File: config.mk
export PLATFORM = sky130hd
export DESIGN_NAME = pqa_mul
export DESIGN_NICKNAME = d
export VERILOG_FILES = /design/src/design/pqa_pkg.sv /design/src/design/pqa_mul.sv
export SDC_FILE = /design/constraint.sdc
export NUM_CORES = 2
export LEC_CHECK = 0
export BUFFER_PORTS_ARGS = -buffer_cell sky130_fd_sc_hd__buf_2
export CAP_MARGIN = 15
export CORE_ASPECT_RATIO = 1.2
export CORE_MARGIN = 5
export CORE_UTILIZATION = 30
export CTS_CLUSTER_DIAMETER = 60
export DETAILED_ROUTE_END_ITERATION = 7
export PLACE_DENSITY_LB_ADDON = 0.2
export SLEW_MARGIN = 15
export SYNTH_ARGS = -nofsm -noshare
export SYNTH_HDL_FRONTEND = slang
export SYNTH_SLANG_ARGS = --single-unit
File: constraint.sdc
create_clock -name clk_i -period 8.8 [get_ports clk_i]
set_input_delay 1.76 -clock clk_i [delete_from_list [all_inputs] [get_ports clk_i]]
set_output_delay 1.76 -clock clk_i [all_outputs]
set_load 0.01 [all_outputs]
File: src/design/pqa_pkg.sv
// Shared widths, constants, tables and types for the plane quadric accumulator.
package pqa_pkg;

  localparam int unsigned POS_FRAC_BITS = 8;

  localparam int unsigned POS_W    = 16;
  localparam int unsigned NRM_W    = 24;
  localparam int unsigned SUM_W    = 48;
  localparam int unsigned N2_W     = 48;
  localparam int unsigned W_W      = 42;
  localparam int unsigned MAG_W    = 40;
  localparam int unsigned MUL_HW   = 20;
  localparam int unsigned PROD_W   = 2 * MAG_W;
  localparam int unsigned QUOT_W   = 48;
  localparam int unsigned NUM_SUMS = 10;

  typedef logic [SUM_W-1:0] sum_t;
  typedef logic [1:0]       pidx_t;
  typedef logic [2:0]       step_t;
  typedef logic [3:0]       sidx_t;

  localparam sum_t SUM_MAX = {1'b0, {(SUM_W-1){1'b1}}};
  localparam sum_t SUM_MIN = {1'b1, {(SUM_W-1){1'b0}}};

  localparam pidx_t P_X = 2'd0;
  localparam pidx_t P_Y = 2'd1;
  localparam pidx_t P_Z = 2'd2;
  localparam pidx_t P_W = 2'd3;

  localparam step_t FIRST_W_STEP = 3'd3;
  localparam step_t LAST_STEP    = 3'd5;
  localparam sidx_t LAST_SUM     = 4'd9;

  localparam pidx_t PAIR_I [NUM_SUMS] = '{P_X, P_X, P_X, P_X, P_Y, P_Y, P_Y, P_Z, P_Z, P_W};
  localparam pidx_t PAIR_J [NUM_SUMS] = '{P_X, P_Y, P_Z, P_W, P_Y, P_Z, P_W, P_Z, P_W, P_W};

  typedef enum logic [2:0] {
    ST_IDLE,
    ST_PSTART,
    ST_PMUL,
    ST_TSTART,
    ST_TMUL,
    ST_DSTART,
    ST_DIV,
    ST_DONE
  } pqa_state_e;

  typedef struct packed {
    logic mul_start;
    logic div_start;
    logic busy;
    logic emit;
  } pqa_ctl_t;

  typedef struct packed {
    logic done;
    logic ovf;
  } div_stat_t;

endpackage

File: src/design/pqa_mul.sv
// Unsigned multiplier built from one 40 by 20 bit partial product, low half first, then high half.
module pqa_mul (
  input  logic                        clk_i,
  input  logic                        rst_ni,
  input  logic                        start_i,
  input  logic [pqa_pkg::MAG_W-1:0]   a_i,
  input  logic [pqa_pkg::MAG_W-1:0]   b_i,
  output logic                        done_o,
  output logic [pqa_pkg::PROD_W-1:0]  prod_o
);

  logic                                          ph_q;
  logic                                          done_q;
  logic [pqa_pkg::MAG_W-1:0]                     a_q;
  logic [pqa_pkg::MAG_W-pqa_pkg::MUL_HW-1:0]     bhi_q;
  logic [pqa_pkg::PROD_W-1:0]                    prod_q;
  logic [pqa_pkg::MAG_W-1:0]                     op_a;
  logic [pqa_pkg::MUL_HW-1:0]                    op_b;
  logic [pqa_pkg::MAG_W+pqa_pkg::MUL_HW-1:0]     pp;

  assign op_a = ph_q ? a_q : a_i;
  assign op_b = ph_q ? bhi_q : b_i[pqa_pkg::MUL_HW-1:0];
  assign pp   = op_a * op_b;

  always_ff @(posedge clk_i or negedge rst_ni) begin
    if (!rst_ni) begin
      ph_q   <= 1'b0;
      done_q <= 1'b0;
    end else begin
      ph_q   <= start_i;
      done_q <= ph_q;
    end
  end

  always_ff @(posedge clk_i) begin
    if (start_i) begin
      prod_q <= pqa_pkg::PROD_W'(pp);
      a_q    <= a_i;
      bhi_q  <= b_i[pqa_pkg::MAG_W-1:pqa_pkg::MUL_HW];
    end else if (ph_q) begin
      prod_q <= prod_q + (pqa_pkg::PROD_W'(pp) << pqa_pkg::MUL_HW);
    end
  end

  assign done_o = done_q;
  assign prod_o = prod_q;

endmodule

==> results.json <==
{
  "max_freq_ghz": 0.104,
  "ctsHtreeMaxLevel": 4,
  "ys_async_sr_fraction_pct": 1.41,
  "pre_cts_ws_ns": -2.02,
  "drv_cap": 0,
  "firstDrtPassIters": 5,
  "use_met2_pct": 35.7,
  "status": "complete, but fails checks",
  "rsz0062_at_grt": "true",
  "grt_use_total_pct": 21.4,
  "layout_setup_ws_ns": -0.827,
  "worstMarginPinSlew_ns": 0.774,
  "cts_made_buffers": 17,
  "placement.io_buffers": 163,
  "grt_max_degree": 55,
  "grt_use_met3_pct": 3.73,
  "syn_avg_cell_area_sq_um": 8.89,
  "fp.dieW_um": 318,
  "yosysWarningCount": 0,
  "critPathTopFamily": "adder cells",
  "r2r_cells": 32,
  "drtAntennaViolNets": 0,
  "finalHoldViolCount": 0,
  "grt_overflow": 0,
  "synth_edf_count": 120,
  "syn-cell-area_sq_mm": 0.0342,
  "placed_cell_area_sq_mm": 0.0436,
  "hp-class": "flip-flop to flip-flop",
  "final_cell_area_sq_mm": 0.0486,
  "crit_arrival_ns": 10.08,
  "drt-total-wl_um": 128000,
  "slowest_stage": "fa_1",
  "grt_antenna_before_repair": 2,
  "setup-violations-final": 36,
  "crit_top_cell": "fa_1",
  "min_path_cells": 2,
  "relSlewSlack_pct": 48.4,
  "drc_errors": 0,
  "dpl.hpwl_um": 108000,
  "utilization_pct": 43.0,
  "max-clock-path-buffers": 2,
  "cts_tree": "built",
  "viasPerCell": 4.73,
  "synth_top_cell_by_area": "fa_1",
  "final.setup.tns_ns": -20.79,
  "synthTopCellsByArea": "fa_1 40%, edfxtp_1 11%, ha_1 8.5%",
  "period_minus_slack_ns": 9.63,
  "yosys.area.top_type_share_pct": 39.9,
  "r2r-start": "ph_q",
  "worstHoldStart": "prod_o[77]",
  "busiest_layer": "met2",
  "postCtsHoldBufs": 0,
  "drive_gt1_share_pct": 36.0,
  "synthCells": 3845,
  "cp-startpoint": "b_i[3]",
  "diodes": 0,
  "end_kind": "flip-flop",
  "cpPeakStageDelay_ns": 0.54,
  "clock-sinks": 142,
  "grt_pass1_wl_um": 199000,
  "critPathBufInv": 12,
  "cp-start-kind": "input port",
  "yosysMostFrequentCell": "inv_1",
  "avgRoutedWirePerCell_um": 20.2,
  "synth_top_cells_by_count": "760 x inv_1, 681 x fa_1, 638 x nand2_1",
  "path_depth": 36,
  "fp.coreArea_sq_mm": 0.113,
  "grt_pass1_vias": 32400,
  "crit_type": "input port to flip-flop",
  "globalplace.congestion": 0.916,
  "insertion_delay_ns": 0.56,
  "finalMaxSlewViolations": 0,
  "r2r-end": "prod_o[79]",
  "cp_data_required_time_ns": 9.25,
  "nets": 5821,
  "skew_ns": 0.0409,
  "whs_endpoint": "prod_o[77]",
  "r2r_slack_ns": -0.55,
  "critPathMaxFanout": 6,
  "syn_nets": 4840,
  "start_util_pct": 30.2,
  "violations": "negative setup slack",
  "met1_usage_pct": 29.0,
  "die_area_sq_mm": 0.121,
  "yosysSeqAreaShare_pct": 11.9,
  "vias": 30000,
  "root_buffer": "clkbuf_16",
  "die_h_um": 380,
  "path_clk_slew_ns": 0.10,
  "period_share_pct": 109,
  "rows": 135,
  "pin_count": 164,
  "synth_cell_types": 81,
  "first_iter_violations": 1567,
  "area_growth_pct": 42.1,
  "synth-seq-cells": 142,
  "synthFlopType": "edfxtp_1"
}
## logic make-up (layout without fill, tap and decap cells)
kind of cell	after synthesis	in the layout	share of synthesized area [%]
AND/OR/NAND/NOR	1154	1154	13.9
adder cells (fa/ha/maj)	912	912	48.3
buffers and inverters	936	1930	10.5
flip-flops	142	142	11.9
AO/OA/AOI/OAI	458	458	8.35
XOR/XNOR	110	110	2.82
multiplexers	133	133	4.16
## sequential cells by signal, indices dropped and copies added, names as in the netlist
register  count
a_q          40
bhi_q        20
done_o        1
ph_q          1
prod_o       80
## worst register-to-register path: cells and delay by family (launching register included)
family	cells	cell delay [ns]
buffers and inverters	7	0.98
xor gates and xnor gates	1	0.38
DFF	1	0.53
muxes	3	0.90
AOI/OAI and AO/OA	5	0.92
and+or+nand+nor	7	1.29
adders and majority gates	9	4.26
## layout make-up
cell class	count	area (sq um)
Fill cell	11100	64400
Timing Repair Buffer	1137	9370
Clock inverter	15	161
Inverter	761	2870
Tap cell	1507	1890
Sequential cell	142	4060
Clock buffer	17	425
Multi-Input combinational cell	2767	29800
## metal layers
layer | part of all wire (%) | vias to the layer above
met3 | 5.6 | 126
met4 | 2.7 | 2
li1 | - | 13800
met5 | 0.0055 | -
met1 | 44 | 15300
met2 | 48 | 735
## metrics by stage
step,hold slack (ns),std cells
finish,0.489,6346
floorplan,0.352,3845
global placement,0.463,6145
CTS,0.500,6303
global route,0.519,6346
detailed placement,0.469,6145
## worst max-delay path by stage
stage	to	slack (ns)
after floorplan	prod_o[79]	-0.62
after global placement	prod_o[79]	-2.07
after detailed placement	prod_o[79]	-2.02
after CTS	prod_o[79]	-0.84
after global routing	prod_o[66]	-1.18
final	prod_o[76]	-0.83
## cells in the final DEF, fill, tap and decap left out, drive strengths merged, types with 38 or more instances in the layout
master	netlist	final
a21oi	149	149
nand2	639	639
o21ai	110	110
inv	761	770
fa	681	681
mux2i	60	60
ha	231	231
a21o	73	73
nand4	38	38
xnor2	65	65
nor2	354	354
edfxtp	120	120
xor2	45	45
mux2	73	73
buf	25	1137
## repair_timing
action,in CTS,in global routing
resized for setup,459,203
gates cloned,2,0
pin swaps,244,223
setup buffers,139,48
setup endpoints to repair,44,46
Power is not shown: default switching activity piles up to over one toggle a cycle in this logic, so the estimate is an artifact.
