**config.mk**
```make
export PLATFORM = sky130hd
export DESIGN_NAME = pqa_div
export DESIGN_NICKNAME = d
export VERILOG_FILES = /design/src/design/pqa_pkg.sv /design/src/design/pqa_div.sv
export SDC_FILE = /design/constraint.sdc
export NUM_CORES = 1
export LEC_CHECK = 0
export BUFFER_PORTS_ARGS = -buffer_cell sky130_fd_sc_hd__buf_2
export CORE_MARGIN = 1
export CORE_UTILIZATION = 55
export CTS_CLUSTER_DIAMETER = 80
export DETAILED_ROUTE_END_ITERATION = 16
export PLACE_DENSITY = 0.79
export SYNTH_ARGS = -nofsm -noshare
export SYNTH_HDL_FRONTEND = slang
export SYNTH_SLANG_ARGS = --single-unit
```
**constraint.sdc**
```tcl
create_clock -name clk_i -period 5.42 [get_ports clk_i]
set_input_delay 0.271 -clock clk_i [delete_from_list [all_inputs] [get_ports clk_i]]
set_output_delay 0.271 -clock clk_i [all_outputs]
set_load 0.005 [all_outputs]
```
**src/design/pqa_pkg.sv**
```systemverilog
// Shared widths, constants, tables and types for the plane quadric accumulator.
package pqa_pkg;

  localparam int unsigned POS_FRAC_BITS = 8;

  localparam int unsigned POS_W    = 16;
  localparam int unsigned NRM_W    = 24;
  localparam int unsigned SUM_W    = 48;
  localparam int unsigned N2_W     = 48;
  localparam int unsigned W_W      = 42;
  localparam int unsigned MAG_W    = 40;
  localparam int unsigned MUL_HW   = 20;
  localparam int unsigned PROD_W   = 2 * MAG_W;
  localparam int unsigned QUOT_W   = 48;
  localparam int unsigned NUM_SUMS = 10;

  typedef logic [SUM_W-1:0] sum_t;
  typedef logic [1:0]       pidx_t;
  typedef logic [2:0]       step_t;
  typedef logic [3:0]       sidx_t;

  localparam sum_t SUM_MAX = {1'b0, {(SUM_W-1){1'b1}}};
  localparam sum_t SUM_MIN = {1'b1, {(SUM_W-1){1'b0}}};

  localparam pidx_t P_X = 2'd0;
  localparam pidx_t P_Y = 2'd1;
  localparam pidx_t P_Z = 2'd2;
  localparam pidx_t P_W = 2'd3;

  localparam step_t FIRST_W_STEP = 3'd3;
  localparam step_t LAST_STEP    = 3'd5;
  localparam sidx_t LAST_SUM     = 4'd9;

  localparam pidx_t PAIR_I [NUM_SUMS] = '{P_X, P_X, P_X, P_X, P_Y, P_Y, P_Y, P_Z, P_Z, P_W};
  localparam pidx_t PAIR_J [NUM_SUMS] = '{P_X, P_Y, P_Z, P_W, P_Y, P_Z, P_W, P_Z, P_W, P_W};

  typedef enum logic [2:0] {
    ST_IDLE,
    ST_PSTART,
    ST_PMUL,
    ST_TSTART,
    ST_TMUL,
    ST_DSTART,
    ST_DIV,
    ST_DONE
  } pqa_state_e;

  typedef struct packed {
    logic mul_start;
    logic div_start;
    logic busy;
    logic emit;
  } pqa_ctl_t;

  typedef struct packed {
    logic done;
    logic ovf;
  } div_stat_t;

endpackage

```
**src/design/pqa_div.sv**
```systemverilog
// Restoring divider that yields one quotient bit per cycle and flags overflow.
module pqa_div #(
  parameter int unsigned DVD_W = 96
) (
  input  logic                        clk_i,
  input  logic                        rst_ni,
  input  logic                        start_i,
  input  logic [DVD_W-1:0]            dividend_i,
  input  logic [pqa_pkg::N2_W-1:0]    divisor_i,
  output pqa_pkg::div_stat_t          stat_o,
  output logic [pqa_pkg::QUOT_W-1:0]  quot_o
);

  localparam int unsigned CNT_W = $clog2(pqa_pkg::QUOT_W + 1);

  logic                          busy_q;
  logic                          done_q;
  logic                          ovf_q;
  logic [CNT_W-1:0]              cnt_q;
  logic [pqa_pkg::N2_W-1:0]      rem_q;
  logic [pqa_pkg::N2_W-1:0]      dsr_q;
  logic [pqa_pkg::QUOT_W-1:0]    quo_q;
  logic [pqa_pkg::N2_W:0]        trial;
  logic [pqa_pkg::N2_W:0]        diff;
  logic                          ge;

  assign trial = {rem_q, quo_q[pqa_pkg::QUOT_W-1]};
  assign diff  = trial - {1'b0, dsr_q};
  assign ge    = trial >= {1'b0, dsr_q};

  always_ff @(posedge clk_i or negedge rst_ni) begin
    if (!rst_ni) begin
      busy_q <= 1'b0;
      done_q <= 1'b0;
      cnt_q  <= '0;
    end else begin
      done_q <= 1'b0;
      if (start_i) begin
        busy_q <= 1'b1;
        cnt_q  <= CNT_W'(pqa_pkg::QUOT_W);
      end else if (busy_q) begin
        cnt_q <= cnt_q - 1'b1;
        if (cnt_q == CNT_W'(1)) begin
          busy_q <= 1'b0;
          done_q <= 1'b1;
        end
      end
    end
  end

  always_ff @(posedge clk_i) begin
    if (start_i) begin
      rem_q <= pqa_pkg::N2_W'(dividend_i >> pqa_pkg::QUOT_W);
      quo_q <= dividend_i[pqa_pkg::QUOT_W-1:0];
      dsr_q <= divisor_i;
      ovf_q <= (dividend_i >> pqa_pkg::QUOT_W) >= DVD_W'(divisor_i);
    end else if (busy_q) begin
      rem_q <= ge ? diff[pqa_pkg::N2_W-1:0] : trial[pqa_pkg::N2_W-1:0];
      quo_q <= {quo_q[pqa_pkg::QUOT_W-2:0], ge};
    end
  end

  assign stat_o.done = done_q;
  assign stat_o.ovf  = ovf_q;
  assign quot_o      = quo_q;

endmodule

```
==> results_dict.tcl, run 1 <==
set metrics [dict create \
    die-area_um2 20400 \
    cpMaxStageDelayCell "a21o_2" \
    r2r-end "rem_q[18]" \
    finClkSkew_ps 12.8 \
    drt_iter0_drc 796 \
    root_buffer "clkbuf_16" \
    gp_congestion 0.940 \
    r2r_slack_ps 1330 \
    place_ws_ps 1400 \
    required_ps 5600 \
    path_depth 10 \
    ios 197 \
    core_area_um2 19400 \
    nets 1490 \
    synth_cells 1071 \
    num_vias 8890 \
    syn_area_per_cell_um2 10.2 \
    grt_setup_unrepaired "no" \
    status "complete, no violations" \
    path_cells "ha_1 -> nand3_1 -> o21bai_1 -> a2111oi_1 -> or3_4 -> a21o_1 -> a21o_2 -> buf_4 -> mux2_4 -> mux2_2" \
    wirelength_mm 27.1 \
    synth_edf_count 145 \
    ys_warn_count 0 \
    dieWidth_um 143 \
    synth_nets 1317 \
    critical_path.top_delay_family "compound AO/OA/AOI/OAI gates" \
    max-cap-violations 0 \
    hold_violations 0 \
    area_growth_syn_to_layout_pct 15.7 \
    hold_ws_ps 22.9 \
    end_kind "flip-flop" \
    dpl.hpwl_mm 20.3 \
    arrival_ps 4280 \
    layout_common_cells "buf_2 (195), edfxtp_1 (145), inv_1 (117)" \
    fin_ws_ps 1330 \
    relSlewSlack_pct 27.6 \
    ctsHoldBuffers 1 \
    fin_tns_setup_ps 0 \
    crit_path_start "rem_q[2]" \
    port_buffers 196 \
    layout_commonest_cell "buf_2" \
    drive_gt1_share_pct 26.3 \
    antennaDiodeCount 0 \
    clk_pin_slew_ps 70 \
    path_max_fanout 30 \
    postSynth.asyncResetShare_pct 5.23 \
    yosysUniqueCellTypes 67 \
    reg2reg_from "rem_q[2]" \
    grt_pass1_vias 8657 \
    cts.htree.levels 4 \
    syn-cell-area_um2 10900 \
    final_area_um2 12600 \
    viasPerCell 5.84 \
    drc_errors 0 \
    critPathLaunchType "flip-flop" \
    timing.critical_path.buf_inv 1 \
    post-route-min-period_ps 4090 \
    crit_type "reg -> reg" \
    numCtsBuffers 17 \
    hold_class "in -> reg" \
    start_util_pct 56.1 \
    globalRoute.totalOverflow 0 \
    power_leakage_nw 5.75 \
    wl_per_cell_um 17.8 \
    worstMarginPinSlew_ps 1090 \
    place_area_um2 12000 \
    antenna_found_initial 0 \
    grt_pass1_wl_mm 42.8 \
    fin_crit_sh_pct 75.5 \
    dieHeight_um 143 \
    grt_max_degree 96 \
    cp-endpoint "rem_q[18]" \
    setup_viol 0 \
    firstDrtPassIters 5 \
    synth-seq-cells 153 \
    synth-main-ff-cell "edfxtp_1" \
    ctsResizeCount 0 \
    slew_viol_final 0 \
    grt_usage_pct 27.2 \
    clk_latency_ps 440 \
    ir_drop_mv 0.286 \
    r2r_cells 10 \
    ys_seq_area_share_pct 41.8 \
    ant_nets 0 \
    cellPowerDensity_nw_per_um2 500 \
    fill_cells 1616 \
    rows 51 \
    tritoncts "done" \
    cts_buffer_depth 2 \
    critPathMaxStageDelay_ps 670 \
    post_cts_buffers 0 \
    cts.sinks 153 \
    fmax_mhz 244 \
]
## synth_stat cells, drive strengths merged (7+ instances only)
cell,number,area [um^2]
a211oi,10,75.1
a21o,41,308
a21oi,97,508
a31oi,7,43.8
buf,15,108
clkbuf,33,124
dfrtp,8,200
edfxtp,145,4350
ha,98,1230
inv,118,443
mux2,84,995
nand2,68,255
nand2b,7,43.8
nand3,18,90.1
nand4,30,188
nor2,55,206
nor2b,17,106
nor3,19,95.1
o211ai,7,52.6
o21a,8,60.1
o21ai,47,239
o21bai,12,90.1
xnor2,30,263
xor2,10,87.6
## worst reg2reg max path, cell delays in order, from the launching register on
cell	delay (ps)
edfxtp_1	420
ha_1	400
nand3_1	140
o21bai_1	220
a2111oi_1	590
or3_4	270
a21o_1	170
a21o_2	670
buf_4	400
mux2_4	330
mux2_2	260
## registers in the layout, summed over array words and instances (netlist names)
signal,flops
rem_q,48
cnt_q,6
done_q,1
quot_o,48
ovf_q,1
busy_q,1
dsr_q,48
## report_power, final
part	switching, mW	internal, mW
sequential	0.156	1.65
clock	0.537	0.646
combinational	1.84	1.47
total	2.53	3.76
## layout make-up
class / instances / area [um^2] / share of cell area, %
timing repair buffer: 202 / 1030 / 8.22
tap: 265 / 332 / 2.63
sequential: 153 / 4550 / 36.2
clock buffer: 19 / 433 / 3.44
inverter: 118 / 444 / 3.53
clock inverter: 13 / 135 / 1.07
multi-input combinational: 752 / 5660 / 44.9
## stage by stage
stage / total power, mW / instances / utilization [%]
floorplan: 4.34 / 1071 / -
global placement: 4.98 / 1489 / 61.9
detailed placement: 5.04 / 1489 / 61.9
CTS: 6.24 / 1522 / 64.9
global route: 6.69 / 1522 / 64.9
finish: 6.29 / 1522 / 64.9
## worst min path at each step
stage	end	slack, ps	startpoint	cells past startpoint
2_1_floorplan	busy_q	-20	rst_ni	0
3_3_place_gp	cnt_q[5]	120	rst_ni	1
3_5_place_dp	cnt_q[5]	130	rst_ni	1
4_1_cts	dsr_q[8]	20	divisor_i[8]	1
5_1_grt	dsr_q[31]	10	divisor_i[31]	1
6_report	dsr_q[8]	20	divisor_i[8]	1
## per-layer routing
layer / up-vias / wire, um / part of all wire [%] / global-route usage, %
li1: 4285 / - / - / -
met4: 0 / 523 / 1.9 / 9.68
met2: 351 / 12800 / 47 / 45.3
met1: 4210 / 11900 / 44 / 34.6
met5: - / 0 / 0 / 0
met3: 44 / 1910 / 7.0 / 6.37
## cells by family (layout without fill, tap and decap cells)
family	count (synthesis)	count (layout)	synth area share [%]
AOI/OAI and AO/OA	271	271	16.0
buffers and inverters	166	352	6.20
and+or+nand+nor	252	252	11.6
xor gates and xnor gates	40	40	3.22
DFF	153	153	41.8
muxes	90	90	9.69
adders and majority gates	99	99	11.4
Power figures use the tool's default switching activity.
==> inputs of run 2 (changes only) <==
- CORE_UTILIZATION: 55 -> 52
- PLACE_DENSITY: 0.79 -> 0.78
- clock period: 5.42 -> 3.6 ns (I/O delays scaled with it)
==> run 2 against run 1 <==
  * Register-to-register slack got worse by 1100 ps
  * Power increased by 56%
  * Fmax is 20% higher
  * Highest routed layer unchanged
  * Die area up 5.7%
  * Global-route usage fell by 0.31 points
  * Cell count rose by 4.7%
  * Largest cell class unchanged
  * Clock power grew 59%
==> results_dict.tcl, run 2 (synthesis gave the netlist of run 1 again) <==
set metrics [dict create \
    status "complete, no violations" \
    hold_violations 0 \
    viasPerCell 5.71 \
    nets 1556 \
    grt_usage_pct 26.9 \
    drt_iter0_drc 596 \
    grt_pass1_wl_mm 45.9 \
    grt_max_degree 48 \
    path_cells "ha_1 -> a21oi_2 -> o21ai_0 -> a2111o_1 -> or3_4 -> a21o_1 -> a21o_2 -> buf_12 -> mux2_4 -> mux2_2" \
    fin_total_pwr_mw 9.81 \
    fin_cells 1593 \
    port_buffers 196 \
    power_leakage_nw 6.08 \
    firstDrtPassIters 5 \
    layout_commonest_cell "buf_2" \
    ir_drop_mv 0.392 \
    wirelength_mm 28.0 \
    place_inst 1512 \
    fmax_mhz 293 \
    path_max_fanout 11 \
    min_from "dividend_i[36]" \
    ios 197 \
    place_ws_ps 132 \
    arrival_ps 3620 \
    gp_congestion 0.925 \
    relSlewSlack_pct 52.7 \
    wl_per_cell_um 17.6 \
    layout_common_cells "buf_2 (195), edfxtp_1 (145), inv_1 (117)" \
    clk_latency_ps 450 \
    rows 52 \
    post-route-min-period_ps 3420 \
    critPathLaunchType "flip-flop" \
    cts.sinks 153 \
    num_vias 9096 \
    tritoncts "done" \
    required_ps 3800 \
    cpMaxStageDelayCell "ha_1" \
    grt_pass1_vias 9065 \
    fin_crit_sh_pct 95.0 \
    end_kind "flip-flop" \
    place_area_um2 12200 \
    antenna_found_initial 0 \
    setup_viol 0 \
    root_buffer "clkbuf_16" \
    r2r_cells 10 \
    dpl.hpwl_mm 21.1 \
    die-area_um2 21500 \
    drc_errors 0 \
    globalRoute.totalOverflow 0 \
    critPathMaxStageDelay_ps 410 \
    finClkSkew_ps 17.9 \
    final_area_um2 13300 \
    drive_gt1_share_pct 26.5 \
    fin_util_pct 65.3 \
    ant_nets 0 \
    clk_pin_slew_ps 80 \
    r2r_slack_ps 180 \
    r2r-end "rem_q[9]" \
    max-cap-violations 0 \
    numCtsBuffers 17 \
    grt_setup_unrepaired "no" \
    reg2reg_from "rem_q[17]" \
    antennaDiodeCount 0 \
    fin_ws_ps 182 \
    hold_class "in -> reg" \
    cts_buffer_depth 2 \
    fill_cells 1609 \
    post_cts_buffers 0 \
    fin_tns_setup_ps 0 \
    crit_type "reg -> reg" \
    min_path_cells 2 \
    hold-path-endpoint "quot_o[36]" \
    core_area_um2 20400 \
    dieWidth_um 147 \
    start_util_pct 53.4 \
    dieHeight_um 147 \
    cts.htree.levels 4 \
    slew_viol_final 0 \
    area_growth_syn_to_layout_pct 22.1 \
    cellPowerDensity_nw_per_um2 738 \
    worstMarginPinSlew_ps 707 \
    hold_ws_ps 30.2 \
]
==> run 2: timing repair <==
item / 4_1_cts / 5_1_grt
gates resized for setup: 0 / 1
hold buffers: 49 / 0
endpoints found under the hold margin: 56 / 0
endpoints found under the setup margin: 0 / 24
==> run 2: worst max-delay path by stage <==
| stage | slack, ps | end | from |
|---|---|---|---|
| finish | 180 | rem_q[9] | rem_q[17] |
| global route | 30 | rem_q[31] | rem_q[3] |
| CTS | 100 | rem_q[3] | rem_q[3] |
| detailed placement | 130 | rem_q[4] | rem_q[3] |
| global placement | 250 | rem_q[3] | rem_q[2] |
| floorplan | 320 | rem_q[44] | quot_o[47] |
==> run 2: final cells by class <==
cell class	instances	area (um^2)	area share, %
inverters	118	444	3.34
multi-input cells	752	5670	42.6
clock inverters	14	174	1.31
repair buffers	268	1690	12.7
clock buffers	18	429	3.23
flip-flops and latches	153	4550	34.3
well taps	270	338	2.54
==> run 2: layer usage <==
layer | GRT usage [%] | routed length [um]
met1 | 35.5 | 12500
met2 | 43.6 | 13000
met5 | 0 | 0
met4 | 8.39 | 570
met3 | 6.38 | 1960
==> run 2: report_power, final <==
part | switching [mW] | internal, mW
Combinational | 2.83 | 2.38
Clock | 0.825 | 1.05
Sequential | 0.238 | 2.48
==> run 2: critical path, delay by kind of cell, from the launching register on <==
family,cells,cell delay [ps]
AO/OA/AOI/OAI,5,1260
adder cells (fa/ha/maj),1,410
buffers and inverters,1,180
flip-flops,1,400
multiplexers,2,560
AND/OR/NAND/NOR,1,370
==> inputs of run 3 (changes only) <==
- CORE_UTILIZATION: 52 -> 53
- CTS_BUF_LIST: unset -> sky130_fd_sc_hd__clkbuf_2 sky130_fd_sc_hd__clkbuf_4 sky130_fd_sc_hd__clkbuf_8
- CTS_CLUSTER_SIZE: unset -> 10
- PLACE_DENSITY: 0.78 -> 0.79
==> run 3 against run 2 <==
  * The flow now finishes with violations (DRC)
  * Power shrank 6.1%
  * Combinational power fell by 0.8%
  * Clock power decreased by 30%
  * Sequential cell count did not move
  * Register-to-register slack got worse by 30 ps
  * Worst hold slack improved by 8.7 ps
  * Fmax is 0.78% lower
  * Routed wire length increased by 3.2%
  * Clock-buffer cell count stayed put
  * Setup slack got worse by 27 ps
  * Sequential power about the same
  * Die area fell by 1.9%
  * Critical path type unchanged
  * Critical endpoint is now rem_q[3]
  * Largest power group unchanged
  * Highest routed layer unchanged
==> results_dict.tcl, run 3 (synthesis gave the netlist of run 1 again) <==
set metrics [dict create \
    dieHeight_um 145 \
    relSlewSlack_pct 50.9 \
    hold_class "in -> reg" \
    hold_violations 0 \
    rows 52 \
    ios 197 \
    area_growth_syn_to_layout_pct 24.6 \
    gp_congestion 0.922 \
    layout_commonest_cell "buf_2" \
    core_area_um2 20200 \
    firstDrtPassIters 11 \
    max-cap-violations 0 \
    grt_max_degree 120 \
    grt_pass1_vias 9444 \
    grt_usage_pct 27.9 \
    antenna_found_initial 1 \
    die-area_um2 21100 \
    fmax_mhz 290 \
    nets 1599 \
    r2r_slack_ps 150 \
    status "complete, but fails checks" \
    grt_busiest_layer "met2" \
    drc_errors 1 \
    fill_cells 1600 \
    fin_tns_setup_ps 0 \
    fin_ws_ps 155 \
    power_leakage_nw 6.16 \
    crit_type "reg -> reg" \
    grt_pass1_wl_mm 46.8 \
    critPathLaunchType "flip-flop" \
    globalRoute.totalOverflow 0 \
    place_ws_ps 135 \
    viasPerCell 5.65 \
    wl_per_cell_um 17.7 \
    cts_buffer_depth 2 \
    cpMaxStageDelayCell "a2111oi_2" \
    wirelength_mm 28.9 \
    hold_ws_ps 38.9 \
    critPathMaxStageDelay_ps 510 \
    post-route-min-period_ps 3450 \
    met2_usage_pct 47.5 \
    path_max_fanout 23 \
    tritoncts "done" \
    fin_total_pwr_mw 9.22 \
    multi_input_area_um2 5670 \
    path_cells "ha_1 -> nand3_1 -> o21bai_1 -> a2111oi_2 -> or3_4 -> a21o_1 -> a21o_2 -> buf_12 -> mux2_2 -> mux2_2" \
    cts.htree.levels 4 \
    required_ps 3820 \
    seq_area_um2 4550 \
    drt_iter0_drc 640 \
    end_kind "flip-flop" \
    cellPowerDensity_nw_per_um2 679 \
    violations "DRC" \
    numCtsBuffers 17 \
    arrival_ps 3670 \
    grt.met1_usage_pct 35.5 \
    layout_common_cells "buf_2 (195), edfxtp_1 (145), inv_1 (117)" \
    finClkSkew_ps 17.9 \
    fin_crit_sh_pct 95.7 \
    worstMarginPinSlew_ps 734 \
    clk_latency_ps 480 \
    drive_gt1_share_pct 25.0 \
    cts.sinks 153 \
    antennaDiodeCount 0 \
    root_buffer "clkbuf_8" \
    clk_pin_slew_ps 100 \
    post_cts_buffers 0 \
    port_buffers 196 \
    dieWidth_um 145 \
    start_util_pct 54.0 \
    crit_top_cell "mux2_2" \
    setup_viol 0 \
    ant_nets 0 \
    num_vias 9248 \
    dpl.hpwl_mm 20.4 \
    ir_drop_mv 0.348 \
    use_met3_pct 5.50 \
    slew_viol_final 0 \
]
==> run 3: cell count changes in the layout (fill, tap and decap cells not counted), moves of 2 or more <==
cell / delta
dlygate4sd3_1: +55
clkinv_4: -2
clkinv_8: +4
buf_4: -13
clkbuf_8: +17
bufinv_16: -2
clkbuf_16: -17
inv_8: -2
==> run 3: final cells by class <==
| type | instances | share of cell area [%] |
|---|---|---|
| multi-input combinational | 752 | 41.8 |
| sequential | 153 | 33.6 |
| clock inverter | 14 | 1.14 |
| timing repair buffer | 311 | 15.9 |
| tap | 270 | 2.49 |
| inverter | 118 | 3.27 |
| clock buffer | 18 | 1.78 |
==> run 3: path summary, 6_finish.rpt <==
check	startpoint	end	cells after the start
min	dividend_i[53]	rem_q[5]	2
max	rem_q[2]	rem_q[3]	10
max in group asynchronous	rst_ni	cnt_q[4]	2
min reg2reg	quot_o[23]	quot_o[24]	1
max reg2reg	rem_q[2]	rem_q[3]	10
min in group asynchronous	rst_ni	cnt_q[0]	2
==> run 3: metrics by stage <==
step	cells	util (%)	area [um^2]
floorplan	1071	-	10900
global placement	1500	60.1	12100
detailed placement	1500	60.1	12100
CTS	1636	67.2	13600
global route	1636	67.3	13600
finish	1636	67.3	13600
==> run 3: routing by layer <==
| layer | vias to the layer above | part of all wire (%) |
|---|---|---|
| met4 | 0 | 2.1 |
| li1 | 4477 | - |
| met3 | 50 | 6.3 |
| met2 | 331 | 48 |
| met5 | - | 0 |
| met1 | 4390 | 44 |
==> run 3: what timing repair did <==
action / CTS / global route
hold buffers: 104 / 0
hold endpoints to repair: 111 / 0
gates resized for setup: 0 / 2
endpoints found under the setup margin: 0 / 21
==> run 3: power breakdown <==
group	switching (mW)	internal, mW	leakage (nW)
registers	0.243	2.48	1.59
clock network	0.786	0.527	0.194
logic	2.81	2.38	4.38
==> run 3: worst max-delay path: cells and delay by family, from the launching register on <==
| kind | cells | cell delay, ps |
|---|---|---|
| AO/OA/AOI/OAI | 4 | 1130 |
| adder cells (fa/ha/maj) | 1 | 410 |
| buffers and inverters | 1 | 190 |
| flip-flops | 1 | 440 |
| multiplexers | 2 | 620 |
| AND/OR/NAND/NOR | 2 | 380 |
